`src/edc_pkg.sv`:
```
package edc_pkg;

  // Reciprocal constants for exact division by multiplication.
  localparam logic [25:0] DAY_RECIP   = 26'd50903317;  // 2^35 / 675, rounded up
  localparam logic [13:0] HOUR_RECIP  = 14'd9321;      // 2^21 / 225, rounded up
  localparam logic [10:0] MIN_RECIP   = 11'd1093;      // 2^14 / 15, rounded up
  localparam logic [18:0] WEEK_RECIP  = 19'd74899;     // 2^19 / 7, rounded up
  localparam logic [15:0] QUAD_RECIP  = 16'd45934;     // 2^26 / 1461, rounded up

  localparam logic [9:0]  DAY_DIV_HI  = 10'd675;
  localparam logic [16:0] BIAS_REM    = 17'd11648;     // 2^31 mod 86400
  localparam logic [16:0] BIAS_WRAP   = 17'd74752;     // 86400 - 11648
  localparam logic [15:0] WEEK_OFS    = 16'd5;
  localparam logic [15:0] QUAD_OFS    = 16'd346;
  localparam logic [11:0] SECS_HOUR   = 12'd3600;
  localparam logic [5:0]  SECS_MIN    = 6'd60;
  localparam logic [2:0]  DAYS_WEEK   = 3'd7;
  localparam logic [10:0] DAYS_QUAD   = 11'd1461;
  localparam logic [10:0] DAYS_YEAR   = 11'd365;
  localparam logic [10:0] DAYS_YEAR2  = 11'd730;
  localparam logic [10:0] DAYS_YEAR3  = 11'd1095;
  localparam int          NUM_MONTHS  = 12;

  localparam logic [8:0] MONTH_START [NUM_MONTHS] = '{
    9'd0, 9'd31, 9'd59, 9'd90, 9'd120, 9'd151,
    9'd181, 9'd212, 9'd243, 9'd273, 9'd304, 9'd334
  };

  // Whole days are carried as days since the epoch plus 24856, which is never negative.
  typedef struct packed {
    logic [16:0] tod_sec;
    logic [15:0] day_num;
  } split_t;

  function automatic logic [8:0] month_start(input logic leap, input logic [3:0] idx);
    logic [8:0] base;
    base = MONTH_START[idx];
    if (leap && (idx >= 4'd2)) begin
      base = base + 9'd1;
    end
    return base;
  endfunction

endpackage

```
`src/edc_day_split.sv`:
```
module edc_day_split (
  input  logic                 clk,
  input  logic                 en,
  input  logic signed [31:0]   secs,
  output edc_pkg::split_t      split
);

  logic [31:0] biased;
  logic [50:0] day_prod;
  logic [24:0] hi_r;
  logic [6:0]  lo_r;
  logic [15:0] quo_r;
  logic [24:0] hi_rem;
  logic [16:0] rem_u;
  edc_pkg::split_t split_nxt;
  edc_pkg::split_t split_r;

  assign biased   = {~secs[31], secs[30:0]};
  assign day_prod = 51'(biased[31:7]) * 51'(edc_pkg::DAY_RECIP);

  always_ff @(posedge clk) begin
    if (en) begin
      hi_r  <= biased[31:7];
      lo_r  <= biased[6:0];
      quo_r <= day_prod[50:35];
    end
  end

  assign hi_rem = hi_r - 25'(quo_r) * 25'(edc_pkg::DAY_DIV_HI);
  assign rem_u  = {hi_rem[9:0], lo_r};

  always_comb begin
    if (rem_u >= edc_pkg::BIAS_REM) begin
      split_nxt.tod_sec = rem_u - edc_pkg::BIAS_REM;
      split_nxt.day_num = quo_r + 16'd1;
    end else begin
      split_nxt.tod_sec = rem_u + edc_pkg::BIAS_WRAP;
      split_nxt.day_num = quo_r;
    end
  end

  always_ff @(posedge clk) begin
    if (en) begin
      split_r <= split_nxt;
    end
  end

  assign split = split_r;

endmodule

```
`src/edc_clock.sv`:
```
module edc_clock (
  input  logic            clk,
  input  logic            en,
  input  logic [16:0]     tod_sec,
  output logic [4:0]      hour,
  output logic [5:0]      minute,
  output logic [5:0]      second
);

  logic [26:0] hour_prod;
  logic [16:0] tod3_r;
  logic [4:0]  hour3_r;
  logic [16:0] in_hour;
  logic [11:0] rest4_r;
  logic [4:0]  hour4_r;
  logic [20:0] min_prod;
  logic [11:0] rest5_r;
  logic [4:0]  hour5_r;
  logic [5:0]  min5_r;
  logic [11:0] sec_full;
  logic [4:0]  hour6_r;
  logic [5:0]  min6_r;
  logic [5:0]  sec6_r;

  assign hour_prod = 27'(tod_sec[16:4]) * 27'(edc_pkg::HOUR_RECIP);

  always_ff @(posedge clk) begin
    if (en) begin
      tod3_r  <= tod_sec;
      hour3_r <= hour_prod[25:21];
    end
  end

  assign in_hour = tod3_r - 17'(hour3_r) * 17'(edc_pkg::SECS_HOUR);

  always_ff @(posedge clk) begin
    if (en) begin
      rest4_r <= in_hour[11:0];
      hour4_r <= hour3_r;
    end
  end

  assign min_prod = 21'(rest4_r[11:2]) * 21'(edc_pkg::MIN_RECIP);

  always_ff @(posedge clk) begin
    if (en) begin
      rest5_r <= rest4_r;
      hour5_r <= hour4_r;
      min5_r  <= min_prod[19:14];
    end
  end

  assign sec_full = rest5_r - 12'(min5_r) * 12'(edc_pkg::SECS_MIN);

  always_ff @(posedge clk) begin
    if (en) begin
      hour6_r <= hour5_r;
      min6_r  <= min5_r;
      sec6_r  <= sec_full[5:0];
    end
  end

  assign hour   = hour6_r;
  assign minute = min6_r;
  assign second = sec6_r;

endmodule

```
`src/edc_calendar.sv`:
```
module edc_calendar (
  input  logic            clk,
  input  logic            en,
  input  logic [15:0]     day_num,
  output logic [2:0]      weekday,
  output logic [7:0]      year,
  output logic [8:0]      yday,
  output logic [3:0]      month,
  output logic [4:0]      mday
);

  logic [15:0] wk_arg;
  logic [15:0] quad_arg;
  logic [34:0] wk_prod;
  logic [31:0] quad_prod;
  logic [15:0] wk_arg3_r;
  logic [12:0] wk_quo3_r;
  logic [15:0] quad_arg3_r;
  logic [5:0]  quad3_r;
  logic [15:0] wk_rem;
  logic [15:0] quad_rem;
  logic [2:0]  wday4_r;
  logic [10:0] qday4_r;
  logic [5:0]  quad4_r;
  logic [1:0]  yr_in;
  logic [10:0] yday_full;
  logic [2:0]  wday5_r;
  logic [7:0]  year5_r;
  logic [8:0]  yday5_r;
  logic        leap5_r;
  logic [3:0]  mon_nxt;
  logic [8:0]  mday_full;
  logic [2:0]  wday6_r;
  logic [7:0]  year6_r;
  logic [8:0]  yday6_r;
  logic [3:0]  mon6_r;
  logic [4:0]  mday6_r;

  assign wk_arg    = day_num + edc_pkg::WEEK_OFS;
  assign quad_arg  = day_num + edc_pkg::QUAD_OFS;
  assign wk_prod   = 35'(wk_arg) * 35'(edc_pkg::WEEK_RECIP);
  assign quad_prod = 32'(quad_arg) * 32'(edc_pkg::QUAD_RECIP);

  always_ff @(posedge clk) begin
    if (en) begin
      wk_arg3_r   <= wk_arg;
      wk_quo3_r   <= wk_prod[31:19];
      quad_arg3_r <= quad_arg;
      quad3_r     <= quad_prod[31:26];
    end
  end

  assign wk_rem   = wk_arg3_r - 16'(wk_quo3_r) * 16'(edc_pkg::DAYS_WEEK);
  assign quad_rem = quad_arg3_r - 16'(quad3_r) * 16'(edc_pkg::DAYS_QUAD);

  always_ff @(posedge clk) begin
    if (en) begin
      wday4_r <= wk_rem[2:0];
      qday4_r <= quad_rem[10:0];
      quad4_r <= quad3_r;
    end
  end

  // Each four-year cycle starts in 1901, 1905, ...; its fourth year is the leap year.
  always_comb begin
    if (qday4_r < edc_pkg::DAYS_YEAR) begin
      yr_in = 2'd0;
    end else if (qday4_r < edc_pkg::DAYS_YEAR2) begin
      yr_in = 2'd1;
    end else if (qday4_r < edc_pkg::DAYS_YEAR3) begin
      yr_in = 2'd2;
    end else begin
      yr_in = 2'd3;
    end
  end

  assign yday_full = qday4_r - 11'(yr_in) * edc_pkg::DAYS_YEAR;

  always_ff @(posedge clk) begin
    if (en) begin
      wday5_r <= wday4_r;
      year5_r <= {quad4_r, yr_in} + 8'd1;
      yday5_r <= yday_full[8:0];
      leap5_r <= (yr_in == 2'd3);
    end
  end

  always_comb begin
    mon_nxt = 4'd0;
    for (int i = 1; i < edc_pkg::NUM_MONTHS; i++) begin
      if (yday5_r >= edc_pkg::month_start(leap5_r, 4'(i))) begin
        mon_nxt = 4'(i);
      end
    end
  end

  assign mday_full = yday5_r - edc_pkg::month_start(leap5_r, mon_nxt) + 9'd1;

  always_ff @(posedge clk) begin
    if (en) begin
      wday6_r <= wday5_r;
      year6_r <= year5_r;
      yday6_r <= yday5_r;
      mon6_r  <= mon_nxt;
      mday6_r <= mday_full[4:0];
    end
  end

  assign weekday = wday6_r;
  assign year    = year6_r;
  assign yday    = yday6_r;
  assign month   = mon6_r;
  assign mday    = mday6_r;

endmodule

```
`src/epoch_seconds_to_utc_date.sv`:
```
// Converts a signed 32-bit count of seconds since 1970-01-01 00:00:00 UTC into the
// broken-down UTC date and time: hour, minute, second, weekday (Sunday is 0), year
// since 1900, day of year, month from 0 and day of month.
// The input channel takes one beat per item on in_valid and in_epoch_seconds; the
// result channel returns one beat per item on out_valid and the out_ fields.
// A beat moves when valid is high and stall is low.
// The datapath is a six-stage pipeline: the split into days and seconds of day,
// then the time of day and the calendar side by side, each stage holding one
// constant-reciprocal multiply or one subtract and compare.
// out_valid rises when an accepted beat reaches the last stage, and a new beat is
// accepted in every cycle that is not held, so throughput is one item per clock.
// Reset clears all valid bits; the pipeline is empty afterwards.
// While out_stall holds back a waiting result, the whole pipeline freezes and
// in_stall is raised, so no beat is lost or repeated.
module epoch_seconds_to_utc_date (
  input  logic               clk,
  input  logic               rst_n,
  input  logic               in_valid,
  output logic               in_stall,
  input  logic signed [31:0] in_epoch_seconds,
  output logic               out_valid,
  input  logic               out_stall,
  output logic [4:0]         out_hour_of_day,
  output logic [5:0]         out_minute_of_hour,
  output logic [5:0]         out_second_of_minute,
  output logic [2:0]         out_weekday,
  output logic [7:0]         out_years_since_1900,
  output logic [8:0]         out_day_of_year,
  output logic [3:0]         out_month_index,
  output logic [4:0]         out_day_of_month
);

  localparam int NUM_STAGES = 6;

  logic [NUM_STAGES-1:0] vld_r;
  logic [NUM_STAGES-1:0] vld_nxt;
  logic                  hold;
  logic                  en;
  edc_pkg::split_t       split;

  assign hold     = vld_r[NUM_STAGES-1] & out_stall;
  assign en       = ~hold;
  assign in_stall = hold;
  assign vld_nxt  = en ? {vld_r[NUM_STAGES-2:0], in_valid} : vld_r;

  always_ff @(posedge clk) begin
    if (!rst_n) begin
      vld_r <= '0;
    end else begin
      vld_r <= vld_nxt;
    end
  end

  edc_day_split u_split (
    .clk   (clk),
    .en    (en),
    .secs  (in_epoch_seconds),
    .split (split)
  );

  edc_clock u_clock (
    .clk     (clk),
    .en      (en),
    .tod_sec (split.tod_sec),
    .hour    (out_hour_of_day),
    .minute  (out_minute_of_hour),
    .second  (out_second_of_minute)
  );

  edc_calendar u_calendar (
    .clk     (clk),
    .en      (en),
    .day_num (split.day_num),
    .weekday (out_weekday),
    .year    (out_years_since_1900),
    .yday    (out_day_of_year),
    .month   (out_month_index),
    .mday    (out_day_of_month)
  );

  assign out_valid = vld_r[NUM_STAGES-1];

  a_time_range: assert property (@(posedge clk) disable iff (!rst_n)
    out_valid |-> (out_hour_of_day < 5'd24) && (out_minute_of_hour < 6'd60) &&
                  (out_second_of_minute < 6'd60))
    else $error("time of day out of range");

  a_date_range: assert property (@(posedge clk) disable iff (!rst_n)
    out_valid |-> (out_weekday < 3'd7) && (out_month_index < 4'd12) &&
                  (out_day_of_month != 5'd0) && (out_day_of_year <= 9'd365) &&
                  (out_years_since_1900 >= 8'd1) && (out_years_since_1900 <= 8'd138))
    else $error("calendar field out of range");

  a_february: assert property (@(posedge clk) disable iff (!rst_n)
    (out_valid && (out_month_index == 4'd1)) |->
      (out_day_of_month <= 5'd29) &&
      ((out_day_of_month != 5'd29) || (out_years_since_1900[1:0] == 2'd0)))
    else $error("February day does not fit the year");

  a_frozen_when_held: assert property (@(posedge clk) disable iff (!rst_n)
    hold |=> (vld_r == $past(vld_r)))
    else $error("pipeline moved while the result was held");

endmodule
```
`config.mk`:
```
export PLATFORM = sky130hd
export DESIGN_NAME = epoch_seconds_to_utc_date
export DESIGN_NICKNAME = d
export VERILOG_FILES = /design/src/edc_pkg.sv /design/src/edc_day_split.sv /design/src/edc_clock.sv /design/src/edc_calendar.sv /design/src/epoch_seconds_to_utc_date.sv
export SDC_FILE = /design/constraint.sdc
export NUM_CORES = 2
export LEC_CHECK = 0
export ABC_AREA = 1
export ABC_CLOCK_PERIOD_IN_PS = 7120
export BUFFER_PORTS_ARGS = -buffer_cell sky130_fd_sc_hd__buf_2
export CORE_MARGIN = 10
export CORE_UTILIZATION = 39
export DETAILED_ROUTE_END_ITERATION = 8
export GPL_TIMING_DRIVEN = 0
export SYNTH_ARGS = -nofsm -noshare
export SYNTH_HDL_FRONTEND = slang
export SYNTH_HIERARCHICAL = 1
export SYNTH_SLANG_ARGS = --single-unit
```
`constraint.sdc`:
```
create_clock -name clk -period 7.12 [get_ports clk]
set_input_delay 0.356 -clock clk [delete_from_list [all_inputs] [get_ports clk]]
set_output_delay 0.356 -clock clk [all_outputs]
set_load 0.05 [all_outputs]
```
### Word-level counts from Yosys, hierarchy flattened

Memories as Yosys holds them, arrays and structs flattened.
Cells that the tools add are included.

* register bits: 243
* memory bits (read-only): 144
* input port bits: 36
* output and inout port bits: 48
* logic and storage cells: 109
* memories kept: 1

Memories
* (name not given): words 16, width 9, read ports 1, clocked after Yosys merged registers in 0, write ports 0, RTL line edc_pkg.sv:37 `base = MONTH_START[idx];`

* add/sub/neg operators: 15
* multiply operators: 11
* order comparisons: 17
* eq/ne operators: 1
* multiplexer cells: 28
* bitwise operators: 3
* reductions and logical operators: 1

Operators by type and width (count)
* multiplier 25 x 26 -> 51 bit (second input constant): 1
* >= comparator 9 x 8 -> 1 bit: 4
* 2-to-1 mux 33 bit: 1
* multiplier 16 x 17 -> 32 bit (second input constant): 1
* multiplier 16 x 15 -> 31 bit (second input constant): 1
* >= comparator 9 bit: 3
* multiplier 13 x 14 -> 26 bit (second input constant): 1
* multiplier 10 x 11 -> 20 bit (second input constant): 1
* 2-to-1 mux 4 bit: 5
* >= comparator 9 x 7 -> 1 bit: 2
* 2-to-1 mux 3 bit: 6
* adder 17 bit (second input constant): 1
* >= comparator 17 x 14 -> 1 bit (second input constant): 1
* subtractor 17 x 14 -> 17 bit (second input constant): 1
* adder 16 x 1 -> 16 bit (second input constant): 1
* adder 16 x 3 -> 16 bit (second input constant): 1
* adder 16 x 9 -> 16 bit (second input constant): 1
* multiplier 16 x 10 -> 10 bit (second input constant): 1
* 2-to-1 mux 5 bit: 3
* multiplier 13 x 3 -> 3 bit (second input constant): 1
* 2-to-1 mux 2 bit: 6
* subtractor 12 bit: 1
* less-than comparator 11 x 10 -> 1 bit (second input constant): 1
* less-than comparator 11 bit (second input constant): 1
* 23 further kinds: 30

### Logic depth before layout (Yosys ltp)

* depth in word-level cells: 20
* gate-level depth with buffers: 36
* depth with buffers taken out: 36

### By module

The synthesis kept the hierarchy.

Modules (own cells, without submodules)
* edc_day_split: times used 1, cells each 1759, area an instance 15041.9 sq um, seq. area each 1981.9 sq um
* edc_calendar: times used 1, cells each 1455, area an instance 13716.9 sq um, seq. area each 2792.7 sq um
* edc_clock: times used 1, cells each 617, area an instance 6332.3 sq um, seq. area each 2042.0 sq um
* epoch_seconds_to_utc_date: times used 1, cells each 37, area an instance 246.5 sq um, seq. area each 120.1 sq um

### Worst setup path before layout

Ideal clock, no wire load.

* kind: register -> register
* start point: register u_split.split_r, in the netlist u_split/split[1]
* end point: register u_calendar.quad3_r[3] (data pin)
* setup time: 0.260 ns
* arrival time: 6.147 ns
* data required time: 6.860 ns
* path slack: 0.713 ns
* stages on the path, launching flop included: 27
* path buffers: 0
* clock period less this slack: 6.407 ns
* cells stage by stage: edfxtp_1 > nand2_1 > nand2_1 > nand2_1 > a21oi_1 > or2_1 > nand2_1 > nor2_1 > xor2_1 > fa_1 > fa_1 > inv_1 > fa_1 > inv_1 > fa_1 > fa_1 > inv_1 > fa_1 > inv_1 > ha_1 > a21oi_1 > o21ai_0 > nand2_1 > o211ai_1 > a2111oi_0 > nand2_1 > xor2_1

* longest elaborated chain between the ends: 2

Ends and longest elaborated chain
* from (decl): RTL line edc_day_split.sv:16 `edc_pkg::split_t split_r;`
* from (signal assigned): RTL line edc_day_split.sv:44 `split_r <= split_nxt;`
* adder 16 x 9 -> 16 bit: RTL line edc_calendar.sv:40 `assign quad_arg = day_num + edc_pkg::QUAD_OFS;`
* multiplier 16 x 15 -> 31 bit: RTL line edc_calendar.sv:42 `assign quad_prod = 32'(quad_arg) * 32'(edc_pkg::QUAD_RECIP);`
* named net u_calendar.quad_prod[29]: RTL line edc_calendar.sv:15 `logic [31:0] quad_prod;`
* to (signal assigned): RTL line edc_calendar.sv:49 `quad3_r <= quad_prod[31:26];`
* to (decl): RTL line edc_calendar.sv:19 `logic [5:0] quad3_r;`

The timed path passes the listed nets, and every way through them passes these cells.
A chain may end at the register's enable or synchronous reset.

### Final worst setup path

Ends and elaborated chain as after synthesis.

==> flow_summary.yaml <==
outcome:
  status: "finished, final reports clean"
clock_tree:
  cts-root-buf: "clkbuf_16"
  clkTransAtPathRegs_ps: 60
  h-tree-depth: 1
  ctsLongestPathBuffers: 3
  cts_tree: "done"
  cts.sinks: 233
  cts_buffers: 26
  clk_latency_ps: 570
critical_path:
  slowest_stage: "fa_1"
  startpoint: "u_split/split[1]$_DFFE_PP_"
  reg2reg_to: "u_calendar/quad3_r[3]$_DFFE_PP_"
  critical_path_required_ps: 7420
  worst_path_largest_cell_delay_ps: 560
  path_class: "register to register"
  critPathTopFamily: "adder cells"
  cp-start-kind: "register"
  reg2reg_slack_ps: 260
  r2r_start: "u_split/split[1]$_DFFE_PP_"
  path_buf_inv: 5
  cp_max_fo: 5
  reg2reg_depth: 25
  cp_common_cell: "fa_1"
  crit_path_end_kind: "register"
  cp.arrival_ps: 7160
global_routing:
  grt_use_total_pct: 15.26
  grt_pass1_vias: 25598
  grt_pass1_wl_um: 129900
  antenna_found_initial: 1
  grt_max_degree: 124
  grt_overflow: 0
finish:
  final_cells: 5192
  area_growth_pct: 8.661
  finish.utilization_pct: 42.66
  fin_nets: 5150
  drive_gt1_share_pct: 5.603
  diodes: 0
sta:
  slew_viol_final: 0
  fin_setup_tns_ps: 0
  setup_viol: 0
  tightestPinTransition_ps: 1116
  slew_headroom_pct: 25.09
  fin_crit_sh_pct: 96.29
  clock_skew_ps: 20.59
  min_period_ps: 6856
  max_freq_ghz: 0.1459
  finalHoldViolations: 0
placed_design:
  place_congestion: 0.9294
  io_buffers: 83
  dpl.hpwl_um: 65630
  dpl.cell_count: 5128
die:
  ios: 84
  core_region_area_um2: 90010
  initial_utilization_pct: 39.26
  die_h_um: 321.0
  die_area_um2: 103100
  row_count: 110
  die_w_um: 321.0
logic_synthesis:
  async_flop_share_pct: 0
  synth.area.top_cells: "ha_1 26%, fa_1 22%, edfxtp_1 19%"
  ys_seq_area_share_pct: 19.63
  yosysWarningCount: 6
  synthCells: 3868
  synthFlopType: "edfxtp_1"
  ys_seq_elements: 233
  postSynthNetCount: 5022
  synth_area_um2: 35340
  synth_cell_types: 57
  synth_top_cell_by_area: "ha_1"
  syn_avg_cell_area_um2: 9.136
  synth_top_area_share_pct: 25.71
  synth_edf_count: 227
route:
  vias: 24596
  remaining_drc_errors: 0
  antenna_left: 0
  wl_um: 76960
  drt_iter0_markers: 1025
  wire_per_inst_um: 14.82
  viasPerCell: 4.737
  first_pass_iters: 5
min_path:
  min_path_cells: 1
  hold_class: "primary input to register"
  min_from: "in_epoch_seconds[6]"
  worstHoldEndpoint: "u_split/lo_r[6]$_DFFE_PP_"
run:
  drv_cap: 0
-- cell type report --
class	count	area (µm²)
inverters	1050	3941
multi-input cells	2574	24490
clock buffers	29	661.9
repair buffers	100	578.1
fillers	8960	51610
flip-flops and latches	233	6937
well taps	1176	1471
clock inverters	19	231.5
plain buffers	11	85.08
-- how the worst max path moves through the flow --
| stage | to | slack [ps] | cells past startpoint |
|---|---|---|---|
| 2_1_floorplan | u_calendar/quad3_r[3]$_DFFE_PP_ | 710 | 26 |
| 3_3_place_gp | u_calendar/quad3_r[3]$_DFFE_PP_ | -350 | 28 |
| 3_5_place_dp | u_calendar/quad3_r[0]$_DFFE_PP_ | -360 | 29 |
| 4_1_cts | u_calendar/quad3_r[5]$_DFFE_PP_ | 60 | 25 |
| 5_1_grt | u_calendar/quad3_r[2]$_DFFE_PP_ | -30 | 29 |
| 6_report | u_calendar/quad3_r[3]$_DFFE_PP_ | 260 | 25 |
-- what timing repair did --
action | in CTS | in global routing
setup buffers | 5 | 5
setup endpoints to repair | 6 | 6
hold buffers | 6 | 0
resized for setup | 7 | 11
endpoints found under the hold margin | 6 | 0
pin swaps | 1 | 1
-- per-layer routing --
| layer | GRT usage, % | wire, µm |
|---|---|---|
| met1 | 20.38 | 35950 |
| met4 | 2.905 | 1362 |
| met5 | 0 | 0 |
| met3 | 1.595 | 2910 |
| met2 | 26.59 | 36750 |
-- registers in the layout, indices dropped and copies added (netlist names), 6 cells and up --
| register | flops |
|---|---|
| u_split/split | 33 |
| u_split/quo_r | 16 |
| u_clock/rest4_r | 12 |
| u_clock/tod3_r | 12 |
| u_calendar/qday4_r | 11 |
| u_calendar/quad_arg3_r | 11 |
| u_split/hi_r | 10 |
| u_calendar/yday5_r | 9 |
| u_calendar/yday | 9 |
| u_calendar/year5_r | 8 |
| u_calendar/year | 8 |
| u_split/lo_r | 7 |
| u_calendar/quad3_r | 6 |
| u_calendar/quad4_r | 6 |
| u_clock/min5_r | 6 |
| u_clock/minute | 6 |
| u_clock/rest5_r | 6 |
| u_clock/second | 6 |
| vld_r | 6 |
-- synth_stat cells (4+ instances only) --
cell / instances
inv_1: 1036
nor3_1: 33
nand4_1: 53
nand2_2: 15
o21bai_1: 22
nand3_1: 108
o21a_1: 7
o21ai_1: 12
nand3_2: 6
buf_6: 4
fa_1: 392
o211ai_1: 9
nor4_1: 9
nor2_2: 11
o21ai_0: 75
buf_2: 5
a21o_1: 18
a31oi_1: 9
inv_2: 10
xor2_1: 106
clkinv_1: 4
nand2_1: 517
a21oi_1: 148
xnor2_1: 47
dfxtp_1: 6
ha_1: 726
or2_2: 8
nor2_1: 199
nand3b_1: 6
edfxtp_1: 227
-- logic make-up after synthesis --
| group | count (synthesis) | share of synthesized area (%) |
|---|---|---|
| simple gates | 977 | 11.94 |
| fa+ha+maj | 1118 | 47.91 |
| flops | 233 | 19.63 |
| buf+inv | 1061 | 11.38 |
| xor+xnor | 154 | 3.838 |
| compound gates | 325 | 5.293 |
-- cells in the final DEF, fill, tap and decap left out, types with 7 or more instances in the layout --
master / netlist / routed
ha_1: 726 / 726
nor4_1: 9 / 8
clkbuf_16: 0 / 26
o21ai_1: 12 / 12
nor3_1: 33 / 33
nor2_1: 199 / 198
o21bai_1: 22 / 22
clkinv_1: 4 / 8
nor2_2: 11 / 11
nand2_1: 517 / 516
edfxtp_1: 227 / 227
inv_1: 1036 / 1034
a21o_1: 18 / 18
a31oi_1: 9 / 9
o21ai_0: 75 / 75
nand2_2: 15 / 16
inv_2: 10 / 12
xnor2_1: 47 / 47
nand4_1: 53 / 53
xor2_1: 106 / 99
nand3_1: 108 / 108
fa_1: 392 / 392
buf_2: 5 / 88
o211ai_1: 9 / 9
or2_2: 8 / 8
o21a_1: 7 / 7
a21oi_1: 148 / 147
buf_4: 1 / 11
-- per-stage QoR --
step | hold slack [ps] | setup WS [ps] | cell area [µm²]
2_1_floorplan | 400.3 | 713.2 | 35340
3_3_place_gp | 400.8 | -353.0 | 37220
3_5_place_dp | 404.5 | -359.9 | 37260
4_1_cts | 13.38 | 64.75 | 38300
5_1_grt | 13.96 | -33.15 | 38400
6_report | 51.69 | 264.5 | 38400
Power is left out: the tool's default activity adds up to more than one toggle a clock period on the data nets, which glitch-free logic cannot reach.
